===== src/rtl/lpu8_pkg.sv =====
package lpu8_pkg;

    localparam int PREFIX_W = 32;
    localparam int BYTE_W   = 8;
    localparam int GROUP_W  = 7;

    localparam logic [2:0]        PREFIX_LAST_IDX = 3'd4;
    localparam logic [BYTE_W-1:0] FIFTH_BYTE_TOP  = 8'hF0;
    localparam logic [BYTE_W-1:0] CONT_MASK       = 8'hC0;
    localparam logic [BYTE_W-1:0] CONT_FORM       = 8'h80;

    typedef enum logic [1:0] {
        ST_OK         = 2'd0,
        ST_BAD_PREFIX = 2'd1,
        ST_BAD_BODY   = 2'd2
    } t_status;

    typedef struct packed {
        t_status               status;
        logic [PREFIX_W-1:0]   length;
    } t_result;

endpackage


===== src/rtl/lpu8_in_reg.sv =====
module lpu8_in_reg (
    input  logic                        i_clk,
    input  logic                        i_rst_n,
    input  logic                        i_valid,
    input  logic [lpu8_pkg::BYTE_W-1:0] i_byte,
    output logic                        o_stall,
    input  logic                        i_take,
    output logic                        o_valid,
    output logic [lpu8_pkg::BYTE_W-1:0] o_byte
);
    import lpu8_pkg::*;

    logic              r_valid;
    logic [BYTE_W-1:0] r_byte;

    // hold the item until the parser takes it
    assign o_stall = r_valid && !i_take;

    always_ff @(posedge i_clk) begin
        if (!i_rst_n) begin
            r_valid <= 1'b0;
        end else if (!o_stall) begin
            r_valid <= i_valid;
        end
    end

    always_ff @(posedge i_clk) begin
        if (!o_stall && i_valid) begin
            r_byte <= i_byte;
        end
    end

    assign o_valid = r_valid;
    assign o_byte  = r_byte;

endmodule


===== src/rtl/lpu8_parse.sv =====
module lpu8_parse #(
    parameter int LENGTH_BITS = 32
) (
    input  logic                        i_clk,
    input  logic                        i_rst_n,
    input  logic                        i_take,
    input  logic [lpu8_pkg::BYTE_W-1:0] i_byte,
    output logic                        o_emit,
    output lpu8_pkg::t_result           o_result
);
    import lpu8_pkg::*;

    typedef enum logic {
        PH_PREFIX,
        PH_BODY
    } t_phase;

    t_phase                 r_phase,     n_phase;
    logic [PREFIX_W-1:0]    r_acc,       n_acc;
    logic [2:0]             r_seen,      n_seen;
    logic [LENGTH_BITS-1:0] r_remaining, n_remaining;
    logic [LENGTH_BITS-1:0] r_length,    n_length;
    logic [1:0]             r_cont,      n_cont;
    logic                   r_term,      n_term;
    logic                   r_bad,       n_bad;

    logic [PREFIX_W-1:0]    group_shifted;
    logic [PREFIX_W-1:0]    acc_sum;
    logic [GROUP_W-1:0]     group;

    assign group = i_byte[GROUP_W-1:0];

    always_comb begin
        case (r_seen)
            3'd0:    group_shifted = {{(PREFIX_W-GROUP_W){1'b0}}, group};
            3'd1:    group_shifted = {{(PREFIX_W-GROUP_W-7){1'b0}}, group, 7'b0};
            3'd2:    group_shifted = {{(PREFIX_W-GROUP_W-14){1'b0}}, group, 14'b0};
            3'd3:    group_shifted = {{(PREFIX_W-GROUP_W-21){1'b0}}, group, 21'b0};
            default: group_shifted = {group[3:0], 28'b0};
        endcase
    end

    assign acc_sum = r_acc | group_shifted;

    always_comb begin
        n_phase     = r_phase;
        n_acc       = r_acc;
        n_seen      = r_seen;
        n_remaining = r_remaining;
        n_length    = r_length;
        n_cont      = r_cont;
        n_term      = r_term;
        n_bad       = r_bad;
        o_emit      = 1'b0;
        o_result    = '{status: ST_OK, length: '0};

        unique case (r_phase)
            PH_PREFIX: begin
                if (r_seen == PREFIX_LAST_IDX && (i_byte & FIFTH_BYTE_TOP) != '0) begin
                    o_emit          = 1'b1;
                    o_result.status = ST_BAD_PREFIX;
                end else if (i_byte[BYTE_W-1] && r_seen != PREFIX_LAST_IDX) begin
                    n_acc  = acc_sum;
                    n_seen = r_seen + 3'd1;
                end else if ((acc_sum >> LENGTH_BITS) != '0) begin
                    o_emit          = 1'b1;
                    o_result.status = ST_BAD_PREFIX;
                end else if (acc_sum == '0) begin
                    o_emit = 1'b1;
                end else begin
                    n_phase     = PH_BODY;
                    n_length    = acc_sum[LENGTH_BITS-1:0];
                    n_remaining = acc_sum[LENGTH_BITS-1:0];
                    n_cont      = 2'd0;
                    n_term      = 1'b0;
                    n_bad       = 1'b0;
                end
            end
            PH_BODY: begin
                if (!r_term && !r_bad) begin
                    if (r_cont != 2'd0) begin
                        if (i_byte == '0 || (i_byte & CONT_MASK) != CONT_FORM) begin
                            n_bad = 1'b1;
                        end else begin
                            n_cont = r_cont - 2'd1;
                        end
                    end else if (i_byte == '0) begin
                        n_term = 1'b1;
                    end else if (!i_byte[7]) begin
                        n_cont = 2'd0;
                    end else if (i_byte[7:5] == 3'b110) begin
                        n_cont = 2'd1;
                    end else if (i_byte[7:4] == 4'b1110) begin
                        n_cont = 2'd2;
                    end else if (i_byte[7:3] == 5'b11110) begin
                        n_cont = 2'd3;
                    end else begin
                        n_bad = 1'b1;
                    end
                end
                n_remaining = r_remaining - 1'b1;
                if (n_remaining == '0) begin
                    o_emit          = 1'b1;
                    o_result.length = PREFIX_W'(r_length);
                    // a sequence cut short by the end of the body is invalid
                    if (n_bad || (!n_term && n_cont != 2'd0)) begin
                        o_result.status = ST_BAD_BODY;
                    end
                end
            end
            default: begin
                n_phase = PH_PREFIX;
            end
        endcase

        // start over on the next prefix after every result
        if (o_emit) begin
            n_phase     = PH_PREFIX;
            n_acc       = '0;
            n_seen      = 3'd0;
            n_remaining = '0;
            n_cont      = 2'd0;
            n_term      = 1'b0;
            n_bad       = 1'b0;
        end
    end

    always_ff @(posedge i_clk) begin
        if (!i_rst_n) begin
            r_phase     <= PH_PREFIX;
            r_acc       <= '0;
            r_seen      <= 3'd0;
            r_remaining <= '0;
            r_length    <= '0;
            r_cont      <= 2'd0;
            r_term      <= 1'b0;
            r_bad       <= 1'b0;
        end else if (i_take) begin
            r_phase     <= n_phase;
            r_acc       <= n_acc;
            r_seen      <= n_seen;
            r_remaining <= n_remaining;
            r_length    <= n_length;
            r_cont      <= n_cont;
            r_term      <= n_term;
            r_bad       <= n_bad;
        end
    end

endmodule


===== src/rtl/lpu8_out_reg.sv =====
module lpu8_out_reg (
    input  logic              i_clk,
    input  logic              i_rst_n,
    input  logic              i_load,
    input  lpu8_pkg::t_result i_result,
    output logic              o_ready,
    output logic              o_valid,
    output lpu8_pkg::t_result o_result,
    input  logic              i_stall
);
    import lpu8_pkg::*;

    logic    r_valid;
    t_result r_result;

    assign o_ready = !r_valid || !i_stall;

    always_ff @(posedge i_clk) begin
        if (!i_rst_n) begin
            r_valid <= 1'b0;
        end else if (i_load) begin
            r_valid <= 1'b1;
        end else if (!i_stall) begin
            r_valid <= 1'b0;
        end
    end

    always_ff @(posedge i_clk) begin
        if (i_load) begin
            r_result <= i_result;
        end
    end

    assign o_valid  = r_valid;
    assign o_result = r_result;

endmodule


===== src/rtl/leb128_prefixed_utf8_string_check.sv =====
// channel   | valid      | stall       | payload
// ----------+------------+-------------+---------------------
// byte in   | i_in_valid | o_in_stall  | i_data_byte
// result    | o_out_valid| i_out_stall | o_status, o_length
//
// One byte per cycle when not stalled; the byte that ends the string passes
// the input register, then the state update into the result register.
// The state update between the two registers sets the one-cycle rate.
// Reset (i_rst_n low at a clock edge) returns to the length prefix phase.
// A stalled result holds the byte in the input register; if that register is
// empty, one more byte is taken before o_in_stall rises.
module leb128_prefixed_utf8_string_check #(
    parameter int LENGTH_BITS = 32
) (
    input  logic                        i_clk,
    input  logic                        i_rst_n,
    input  logic                        i_in_valid,
    input  logic [lpu8_pkg::BYTE_W-1:0] i_data_byte,
    output logic                        o_in_stall,
    output logic                        o_out_valid,
    output logic [1:0]                  o_status,
    output logic [31:0]                 o_length,
    input  logic                        i_out_stall
);
    import lpu8_pkg::*;

    logic              byte_valid;
    logic [BYTE_W-1:0] byte_q;
    logic              out_ready;
    logic              take;
    logic              emit;
    t_result           result_d;
    t_result           result_q;

    assign take = byte_valid && out_ready;

    lpu8_in_reg u_in_reg (
        .i_clk   (i_clk),
        .i_rst_n (i_rst_n),
        .i_valid (i_in_valid),
        .i_byte  (i_data_byte),
        .o_stall (o_in_stall),
        .i_take  (take),
        .o_valid (byte_valid),
        .o_byte  (byte_q)
    );

    lpu8_parse #(
        .LENGTH_BITS (LENGTH_BITS)
    ) u_parse (
        .i_clk    (i_clk),
        .i_rst_n  (i_rst_n),
        .i_take   (take),
        .i_byte   (byte_q),
        .o_emit   (emit),
        .o_result (result_d)
    );

    lpu8_out_reg u_out_reg (
        .i_clk    (i_clk),
        .i_rst_n  (i_rst_n),
        .i_load   (take && emit),
        .i_result (result_d),
        .o_ready  (out_ready),
        .o_valid  (o_out_valid),
        .o_result (result_q),
        .i_stall  (i_out_stall)
    );

    assign o_status = result_q.status;
    assign o_length = result_q.length;

    a_bad_prefix_zero_len: assert property (@(posedge i_clk) disable iff (!i_rst_n)
        o_out_valid && o_status == ST_BAD_PREFIX |-> o_length == '0)
        else $error("malformed prefix reported with nonzero length");

    a_length_fits: assert property (@(posedge i_clk) disable iff (!i_rst_n)
        o_out_valid |-> (o_length >> LENGTH_BITS) == '0)
        else $error("length wider than LENGTH_BITS");

    a_no_idle_stall: assert property (@(posedge i_clk) disable iff (!i_rst_n)
        (!o_out_valid || !i_out_stall) |-> !o_in_stall)
        else $error("input stalled while result side is free");

    a_stall_needs_full_out: assert property (@(posedge i_clk) disable iff (!i_rst_n)
        o_in_stall |-> o_out_valid && i_out_stall)
        else $error("input stalled without a held result");

endmodule

===== config.mk =====
export PLATFORM = sky130hd
export DESIGN_NAME = leb128_prefixed_utf8_string_check
export DESIGN_NICKNAME = d
export VERILOG_FILES = /design/src/rtl/lpu8_pkg.sv /design/src/rtl/lpu8_in_reg.sv /design/src/rtl/lpu8_parse.sv /design/src/rtl/lpu8_out_reg.sv /design/src/rtl/leb128_prefixed_utf8_string_check.sv
export SDC_FILE = /design/constraint.sdc
export NUM_CORES = 1
export LEC_CHECK = 0
export ABC_CLOCK_PERIOD_IN_PS = 5600
export BUFFER_PORTS_ARGS = -buffer_cell sky130_fd_sc_hd__buf_2
export CAP_MARGIN = 20
export CORE_MARGIN = 5
export CORE_UTILIZATION = 43
export CTS_BUF_LIST = sky130_fd_sc_hd__clkbuf_8
export DETAILED_ROUTE_END_ITERATION = 7
export GPL_TIMING_DRIVEN = 0
export MAX_ROUTING_LAYER = met4
export PLACE_DENSITY_LB_ADDON = 0.08
export SYNTH_ARGS = -nofsm -noshare
export SYNTH_HDL_FRONTEND = slang
export SYNTH_SLANG_ARGS = --single-unit

===== constraint.sdc =====
create_clock -name i_clk -period 5.6 [get_ports i_clk]
set_input_delay 0.28 -clock i_clk [delete_from_list [all_inputs] [get_ports i_clk]]
set_output_delay 0.28 -clock i_clk [all_outputs]
set_load 0.005 [all_outputs]

* Word-level counts from Yosys, hierarchy flattened
Index checks and enable logic that the tools add are counted.
Operators by class: $add $sub $neg 3, multipliers 0, div/mod/pow operators 0, magnitude comparators 0, equality and inequality tests 15, shifts and indexed selects 0, multiplexer cells 64, bitwise operators 5, reduce and logical (&&, ||, !) cells 30
Operators by type and width (number):
- $mux W32 | 8
- $pmux W32 S4 | 1
- $logic_not A32 Y1 | 2
- $pmux W32 S2 | 1
- $mux W34 | 1
- $or A32 B32 Y32 | 1
- $sub A32 B1 Y32 const B | 1
- $mux W1 | 30
- $mux W2 | 14
- $mux W3 | 4
- $ne A3 B3 Y1 const B | 4
- $logic_and A1 B1 Y1 | 8
- $logic_not A8 Y1 | 1
- $pmux W2 S2 | 2
- $reduce_and A4 Y1 | 2
- $reduce_bool A8 Y1 | 1
- $logic_not A1 Y1 | 7
- $eq A3 B2 Y1 const B | 2
- $eq A3 B3 Y1 const B | 2
- $ne A2 B2 Y1 const B | 3
- $pmux W1 S2 | 3
- $reduce_bool A2 Y1 | 3
- $eq A5 B5 Y1 const B | 1
- $reduce_and A5 Y1 | 1
- other kinds (9) | 14
Storage, ports and cells: bits in registers 148, latch bits 0, memory bits (writable) 0, ROM bits 0, input port bits 12, output and inout bits 36, word-level logic and storage cells 130, memories kept 0

* Logic depth before layout (Yosys ltp)
Gate-level depths: netlist of the first run.
word-level depth 15, mapped depth 12, gate-level depth less buffers 9

* By module
From an unflattened synthesis of the first run, not the netlist that was laid out.
Unflattened totals: cell total of the unflattened synthesis 804, area total of the unflattened synthesis 7226.9 µm²
Modules (own cells, without submodules):
- lpu8_parse | instances 1, cells an instance 752, area an instance 5870.6 µm², sequential area each 2082.0 µm²
- lpu8_out_reg | instances 1, cells an instance 38, area an instance 1056.0 µm², sequential area each 1041.0 µm²
- lpu8_in_reg | instances 1, cells an instance 12, area an instance 287.8 µm², sequential area each 260.2 µm²
- leb128_prefixed_utf8_string_check | instances 1, cells an instance 2, area an instance 12.5 µm², sequential area each 0.0 µm²

* Worst setup path before layout of the first run
No wires, ideal clock.
path kind register -> register, start point register u_parse.r_remaining[0], end point register u_out_reg.r_result (netlist bit u_out_reg.o_result[0]), enable pin, setup time 0.425 ns, arrival 3.752 ns, required time 5.175 ns, slack 1.423 ns, stages on the path, launching flop included 11, path buffers 1, clock period less this slack 4.177 ns, cells stage by stage dfxtp_1 > inv_1 > ha_1 > nor3b_2 > nand4_2 > o31ai_1 > nand4_1 > nor4_2 > a21oi_1 > buf_2 > nor2_1
On the way: word-level cells in the longest chain between the ends 5
Ends and longest elaborated chain:
- start: declaration | line lpu8_parse.sv:21 | logic [LENGTH_BITS-1:0] r_remaining, n_remaining;
- start signal: assignment | line lpu8_parse.sv:142 | r_remaining <= n_remaining;
- $sub A32 B1 Y32 | line lpu8_parse.sv:101 | n_remaining = r_remaining - 1'b1;
- $logic_not A32 Y1 | line lpu8_parse.sv:102 | if (n_remaining == '0) begin
- $mux W1 | line lpu8_parse.sv:102
- $pmux W1 S2 | line lpu8_parse.sv:57 | unique case (r_phase)
- $logic_and A1 B1 Y1 | line leb128_prefixed_utf8_string_check.sv:62 | .i_load (take && emit),
- named net u_out_reg.i_load | line lpu8_out_reg.sv:4 | input logic i_load,
- end signal: assignment | line lpu8_out_reg.sv:30 | r_result <= i_result;
- end: declaration | line lpu8_out_reg.sv:14 | t_result r_result;
The timed path passes the listed nets, and every way through them passes these cells. A chain may end at the register's enable or synchronous reset.

* Final worst setup path of the first run
start point register u_parse.r_seen[0], end point register u_out_reg.r_result (netlist bit u_out_reg.o_result[23]), enable pin
On the way: word-level cells in the longest chain between the ends 9, elaborated cells between the ends (all ways) 16, those cells by class eq/ne (5); mux (5); bitwise (1); reduce/logical (5)
Ends and longest elaborated chain:
- start: declaration | line lpu8_parse.sv:20 | logic [2:0] r_seen, n_seen;
- start signal: assignment | line lpu8_parse.sv:141 | r_seen <= n_seen;
- $eq A3 B2 Y1, or another cell as far along | line lpu8_parse.sv:34 | case (r_seen)
- $pmux W32 S4 | line lpu8_parse.sv:34
- $or A32 B32 Y32 | line lpu8_parse.sv:43 | assign acc_sum = r_acc | group_shifted;
- $logic_not A32 Y1 | line lpu8_parse.sv:68 | end else if (acc_sum == '0) begin
- $mux W1 | line lpu8_parse.sv:68
- $mux W1 | line lpu8_parse.sv:62 | end else if (i_byte[BYTE_W-1] && r_seen != PREFIX_LAST_IDX) begin
- $mux W1 (*) | line lpu8_parse.sv:59 | if (r_seen == PREFIX_LAST_IDX && (i_byte & FIFTH_BYTE_TOP) != '0) begin
- $pmux W1 S2 (*) | line lpu8_parse.sv:57
- $logic_and A1 B1 Y1 (*) | line leb128_prefixed_utf8_string_check.sv:62
- named net u_out_reg.i_load | line lpu8_out_reg.sv:4
Mark *: on every way through the listed nets, which the timed path passes. The rest lies on a longest branch.

==> results of run 1 <==
-- Yosys cell counts (all sizes together) (24+ instances only) --
cell,n,area [um^2]
dfxtp,106,2120
nor2,75,282
o21ai,55,275
clkbuf,49,184
a211oi,47,353
a21oi,47,239
nand2,47,179
and2,44,275
edfxtp,42,1260
nor4,30,245
buf,27,166
nor3,24,135
-- timing repair --
| action | in CTS | in global routing |
|---|---|---|
| resized for setup | 0 | 0 |
| hold buffers | 8 | 0 |
| hold endpoints to repair | 8 | 0 |
-- path summary, 6_finish.rpt --
| path | endpoint | start | cells after the start |
|---|---|---|---|
| hold / removal | u_in_reg.o_valid | i_in_valid | 3 |
| setup / recovery | u_out_reg.o_result[23] | u_parse.r_seen[0] | 11 |
| setup reg to reg | u_out_reg.o_result[23] | u_parse.r_seen[0] | 11 |
| hold reg to reg | u_out_reg.o_valid | u_in_reg.o_valid | 2 |
-- state kept, by name, summed over array words and instances, names as in the netlist --
signal / count
u_out_reg.o_result: 34
u_parse.r_seen: 3
u_parse.r_length: 32
u_parse.r_remaining: 32
u_parse.r_acc: 32
u_parse.r_phase: 1
u_parse.r_bad: 1
u_parse.r_term: 1
u_out_reg.o_valid: 1
u_in_reg.o_valid: 1
u_parse.r_cont: 2
u_in_reg.o_byte: 8
-- kinds of logic after synthesis --
logic type	Yosys count	share of synthesized area, %
DFF	148	44.2
adders and majority gates	8	1.31
AOI/OAI and AO/OA	261	24.1
muxes	11	1.46
and+or+nand+nor	309	22.8
xor gates and xnor gates	9	1.03
buffers and inverters	86	5.07
-- stage by stage --
stage          TNS, ps  hold WS, ps  utilization, %  area, um^2
2_1_floorplan        0          379               -        7650
5_1_grt              0         63.0            50.1        8690
6_report             0         42.0            50.1        8690
4_1_cts              0         35.7            50.1        8690
3_3_place_gp     -2120          456            47.1        8170
3_5_place_dp         0          459            47.1        8180
-- worst max-delay path: cells and delay by family, from the launching register on --
family | cells | cell delay (ps)
simple gates | 3 | 1280
fa+ha+maj | 1 | 270
flops | 1 | 390
compound gates | 4 | 1690
buf+inv | 3 | 620
-- routing by layer --
layer | share of wire [%] | up-vias | global-route usage (%)
li1 | - | 3314 | -
met1 | 42 | 3406 | 34.1
met2 | 44 | 375 | 39.1
met3 | 9.6 | 67 | 5.46
met4 | 3.9 | 0 | 11.1
met5 | 0 | - | -
-- power breakdown --
part / switching, mW / internal, mW
Combinational: 0.327 / 0.158
Sequential: 0.0242 / 1.13
Clock: 0.482 / 0.417
Total: 0.834 / 1.70
-- final cells by class --
| type | instances | area (um^2) | area share, % |
|---|---|---|---|
| repair buffers | 56 | 320 | 3.69 |
| clock buffers | 17 | 234 | 2.69 |
| clock inverters | 15 | 191 | 2.20 |
| plain buffers | 76 | 350 | 4.03 |
| inverters | 10 | 37.5 | 0.432 |
| flip-flops and latches | 148 | 3380 | 38.9 |
| multi-input cells | 598 | 3890 | 44.8 |
| well taps | 225 | 282 | 3.24 |
==> results.txt, run 1 <==
Crit. End Element: register
Period Utilization, post-route: 82.8%
unrepaired setup endpoints after global routing: false
CTS Buffer Depth: 2
final worst slack: 966 ps
post-synthesis async set-or-reset flop share: 0%
Final setup viols: 0
GRT Total Usage: 26.0%
die width: 143 um
IO Pins: 48
Worst-Skew Late Latency: 470 ps
Die ar.: 0.0206 mm^2
# rows: 48
Total Power: 2.54 mW
Cell Count Post-Placement: 1105
CP max stage cell: a21oi_1
first-pass GRT wire length: 39600 um
CTS root buf: clkbuf_8
fillers: 1687
DRT iter0 DRCs: 791
Unique masters post-synth: 75
Crit Path Max Fanout: 34
height of the die: 143 um
worst reg-to-reg setup slack: 970 ps
Clock Skew: 12.1 ps
number of max-cap violations: 0
fmax: 0.216 GHz
Core Footprint: 0.0174 mm^2
htree depth: 4
Synth Net Count: 852
total congestion overflow: 0
Final Hold Fails: 0
commonest cells after routing, fill and taps aside: dfxtp_1 (106), nor2_1 (74), buf_2 (64), o21ai_0 (53), clkbuf_1 (49)
Rel. slew slack: 34.7%
Worst-path clk slew: 90 ps
worst endpoint data arrival time: 4730 ps
dpl hpwl: 19600 um
largest net degree at the start of global routing: 35
Tmin final: 4630 ps
Starting Density: 44.1%
Slew Viols, Final: 0
Post-route DRC: 0
wire per inst: 22.5 um
Synth Warn #: 0
crit path cell chain: inv_1 > ha_1 > nor2b_1 > clkbuf_1 > a21oi_1 > o2111ai_1 > o41a_1 > nor2b_2 > a21oi_1 > buf_2 > nor2_4
GP Congestion: 0.973
Routed WL: 25700 um
Worst setup SP type: register
first-pass iteration count of the detailed router: 6
P per Cell Area: 292 mW/mm^2
Crit path top cell by count: a21oi_1
clock sinks: 148
syn_area_per_cell: 9.20 um^2
outcome: finished, final reports clean
hold crit path type: in2reg
Seq/Total Area, Yosys: 44.2%
number of global-route vias before repair: 6739
initial antenna violation count: 0
share of cells above drive strength 1: 14.1%
Post-Syn Instances: 832
number of enable flip-flop cells after synthesis: 42
vias: 7162
#FFs+latches synth: 148
pre-CTS setup slack: 1080 ps
Netlist Area Pre-Place: 0.00765 mm^2
Post-CTS Repair Setup Buffers: 0
Least-Margin Pin Slew: 971 ps
CTS tree: built
CTS Buf Count: 17
Detail Route Antenna Nets: 0
Leak: 2.91 nW
via/cell ratio: 6.26
Final Non-Filler Cells: 1145
final net count: 927
predominant post-synthesis flop cell: dfxtp_1
antenna cells: 0
CP Data Required Time: 5690 ps
IO buf count: 47
crit-path max cell delay: 810 ps
peak supply drop: 0.175 mV
most common cell after layout, fill and taps aside: dfxtp_1
area grow syn2layout: 13.5%
critical path class: reg2reg
Note: power is estimated with default switching activity, not from simulation.
==> run 2: changes to the inputs <==
ABC_AREA = 1   (was default)
ABC_CLOCK_PERIOD_IN_PS = 4600   (was 5600)
clock period = 4.6 ns   (was 5.6 ns; I/O delays follow)
==> results.txt, run 2 <==
Worst-path clk slew: 100 ps
P_sw: 1.19 mW
total congestion overflow: 0
worst reg-to-reg setup slack: 360 ps
Area contributors post-synth: dfxtp_1 (27%), edfxtp_1 (16%), nand2_1 (13%)
Critical path buffers and inverters: 3
most common cell after layout, fill and taps aside: nand2_1
Seq/Total Area, Yosys: 43.1%
Tmin final: 4240 ps
unrepaired setup endpoints after global routing: false
Crit Path Max Fanout: 18
Netlist Area Pre-Place: 0.00786 mm^2
Core Util, Final: 49.6%
antenna cells: 0
register share of total power: 43.4%
Post-Syn Instances: 1166
CP max stage cell: o21ai_1
Leak: 3.98 nW
syn_area_per_cell: 6.74 um^2
clock sinks: 148
fillers: 1911
die width: 145 um
Rel. slew slack: 36.2%
wire per inst: 15.9 um
Crit. End Element: register
post-route setup TNS: 0 ps
Clock Skew: 12.0 ps
vias: 7606
IO Pins: 48
pre-CTS setup slack: 232 ps
Final setup viols: 0
number of max-cap violations: 0
share of cells above drive strength 1: 9.02%
peak supply drop: 0.180 mV
Unique masters post-synth: 34
CTS root buf: clkbuf_8
P per Cell Area: 368 mW/mm^2
height of the die: 145 um
number of enable flip-flop cells after synthesis: 42
dpl hpwl: 17500 um
Crit path top cell by count: nand2_1
outcome: finished, final reports clean
DRT iter0 DRCs: 831
first-pass iteration count of the detailed router: 5
CTS Buffer Depth: 2
predominant post-synthesis flop cell: dfxtp_1
crit-path max cell delay: 660 ps
r2r worst-path depth: 13
crit path cell chain: inv_1 > ha_1 > o21ai_0 > nand3_1 > o21ai_1 > nor3_1 > nand3_1 > nand2_1 > nand2_1 > nand2_1 > nand2_1 > clkinvlp_4 > buf_16
post-synthesis async set-or-reset flop share: 0%
CTS tree: built
CP Data Required Time: 4830 ps
hold crit path type: in2reg
critical path class: reg2reg
commonest cells after routing, fill and taps aside: nand2_1 (265), nor2_1 (171), inv_1 (161), nand3_1 (115), dfxtp_1 (106)
# rows: 49
Period Utilization, post-route: 92.3%
Cell Count Post-Placement: 1442
Starting Density: 43.7%
worst endpoint data arrival time: 4470 ps
GP Congestion: 0.960
Synth Net Count: 1186
Post-route DRC: 0
number of global-route vias before repair: 6826
Reg2Reg Capture Point: u_out_reg.o_result[28]
area grow syn2layout: 13.3%
hold endpoint: u_in_reg.o_valid
final net count: 1260
post-synth top area cell: dfxtp_1
IO buf count: 46
initial antenna violation count: 0
Die ar.: 0.0211 mm^2
Final Non-Filler Cells: 1482
via/cell ratio: 5.13
GRT Total Usage: 23.0%
fmax: 0.236 GHz
Internal Power: 2.08 mW
Least-Margin Pin Slew: 947 ps
Top delay family on crit path: simple AND/OR/NAND/NOR gates
Slew Viols, Final: 0
final worst slack: 356 ps
Core Footprint: 0.0180 mm^2
most frequent cell after synthesis: nand2_1
largest net degree at the start of global routing: 19
htree depth: 4
max FFs per register: 34
Worst-Skew Late Latency: 470 ps
r2r startpoint: u_parse.r_seen[0]
Synth top area share: 27.0%
#FFs+latches synth: 148
CTS Buf Count: 17
Comb pwr share: 23.8%
min-delay src: i_in_valid
first-pass GRT wire length: 37600 um
Final Hold Fails: 0
Worst setup SP type: register
Synth Warn #: 0
hold depth: 3
net switching fraction of the power: 36.3%
clock power share: 32.9%
Routed WL: 23500 um
Post-synth top cells: nand2_1 (265), nor2_1 (171), inv_1 (162)
Detail Route Antenna Nets: 0
run 2: cell types whose count changed after synthesis, sizes merged, moves of 12 or more:
| cell | before | now |
|---|---|---|
| nor2 | 75 | 178 |
| nand2 | 47 | 266 |
| nor3 | 24 | 9 |
| inv | 10 | 174 |
| nor4 | 30 | 0 |
| and2 | 44 | 0 |
| o22a | 13 | 0 |
| a211oi | 47 | 2 |
| o21ai | 55 | 82 |
| clkbuf | 49 | 37 |
| a32o | 21 | 0 |
| a21oi | 47 | 87 |
| nand3 | 11 | 116 |
| buf | 27 | 15 |
run 2: kinds of logic after synthesis:
logic type / synth area share [%]
buffers and inverters: 11.3
adders and majority gates: 1.27
AOI/OAI and AO/OA: 12.7
DFF: 43.1
xor gates and xnor gates: 0.223
and+or+nand+nor: 31.4
run 2: layout make-up:
type                            count  area [um^2]  share of cell area, %
Clock inverter                     15          186                   2.09
Multi-Input combinational cell    791         3590                   40.3
Buffer                             52          233                   2.61
Inverter                          175          661                   7.42
Sequential cell                   148         3380                   38.0
Clock buffer                       17          234                   2.63
Tap cell                          229          287                   3.22
Timing Repair Buffer               55          338                   3.79
run 2: tightest hold or removal path, delay by kind of cell:
family,cells,cell delay (ps)
buffers and inverters,1,90
AND/OR/NAND/NOR,1,70
AO/OA/AOI/OAI,1,60
run 2: worst max path at each step:
| stage | end | cells past startpoint | startpoint |
|---|---|---|---|
| 2_1_floorplan | u_out_reg.o_result[0] | 16 | u_parse.r_remaining[0] |
| 3_3_place_gp | u_out_reg.o_result[30] | 13 | u_parse.r_seen[0] |
| 3_5_place_dp | u_out_reg.o_result[30] | 13 | u_parse.r_seen[0] |
| 4_1_cts | u_out_reg.o_result[30] | 13 | u_parse.r_seen[0] |
| 5_1_grt | u_out_reg.o_result[16] | 14 | u_parse.r_seen[0] |
| 6_report | u_out_reg.o_result[28] | 13 | u_parse.r_seen[0] |
run 2: layer usage:
layer	wire (um)	share of wire, %	global-route usage [%]
met1	11100	47	31.9
met3	1710	7.2	4.49
met4	580	2.5	8.21
met2	10100	43	33.5
met5	0	0	-
run 2: per-stage QoR:
step | cell area [um^2] | hold slack, ps | total power, mW
2_1_floorplan | 7860 | 329 | 1.99
3_3_place_gp | 8380 | 407 | 2.20
3_5_place_dp | 8400 | 409 | 2.21
4_1_cts | 8900 | 5.04 | 3.28
5_1_grt | 8910 | 30.5 | 3.46
6_report | 8910 | 18.2 | 3.27
run 2: power groups by stage:
stage,combinational [mW],clock [mW],sequential (mW)
floorplan,0.548,0,1.44
global placement,0.751,0,1.45
detailed placement,0.758,0,1.45
CTS,0.767,1.10,1.42
global route,0.875,1.16,1.43
finish,0.778,1.08,1.42
run 2: what timing repair did:
action | 4_1_cts | 5_1_grt
buffers inserted | 0 | 0
endpoints found under the setup margin | 0 | 18
hold buffers | 8 | 0
endpoints found under the hold margin | 8 | 0
gates resized for setup | 0 | 4
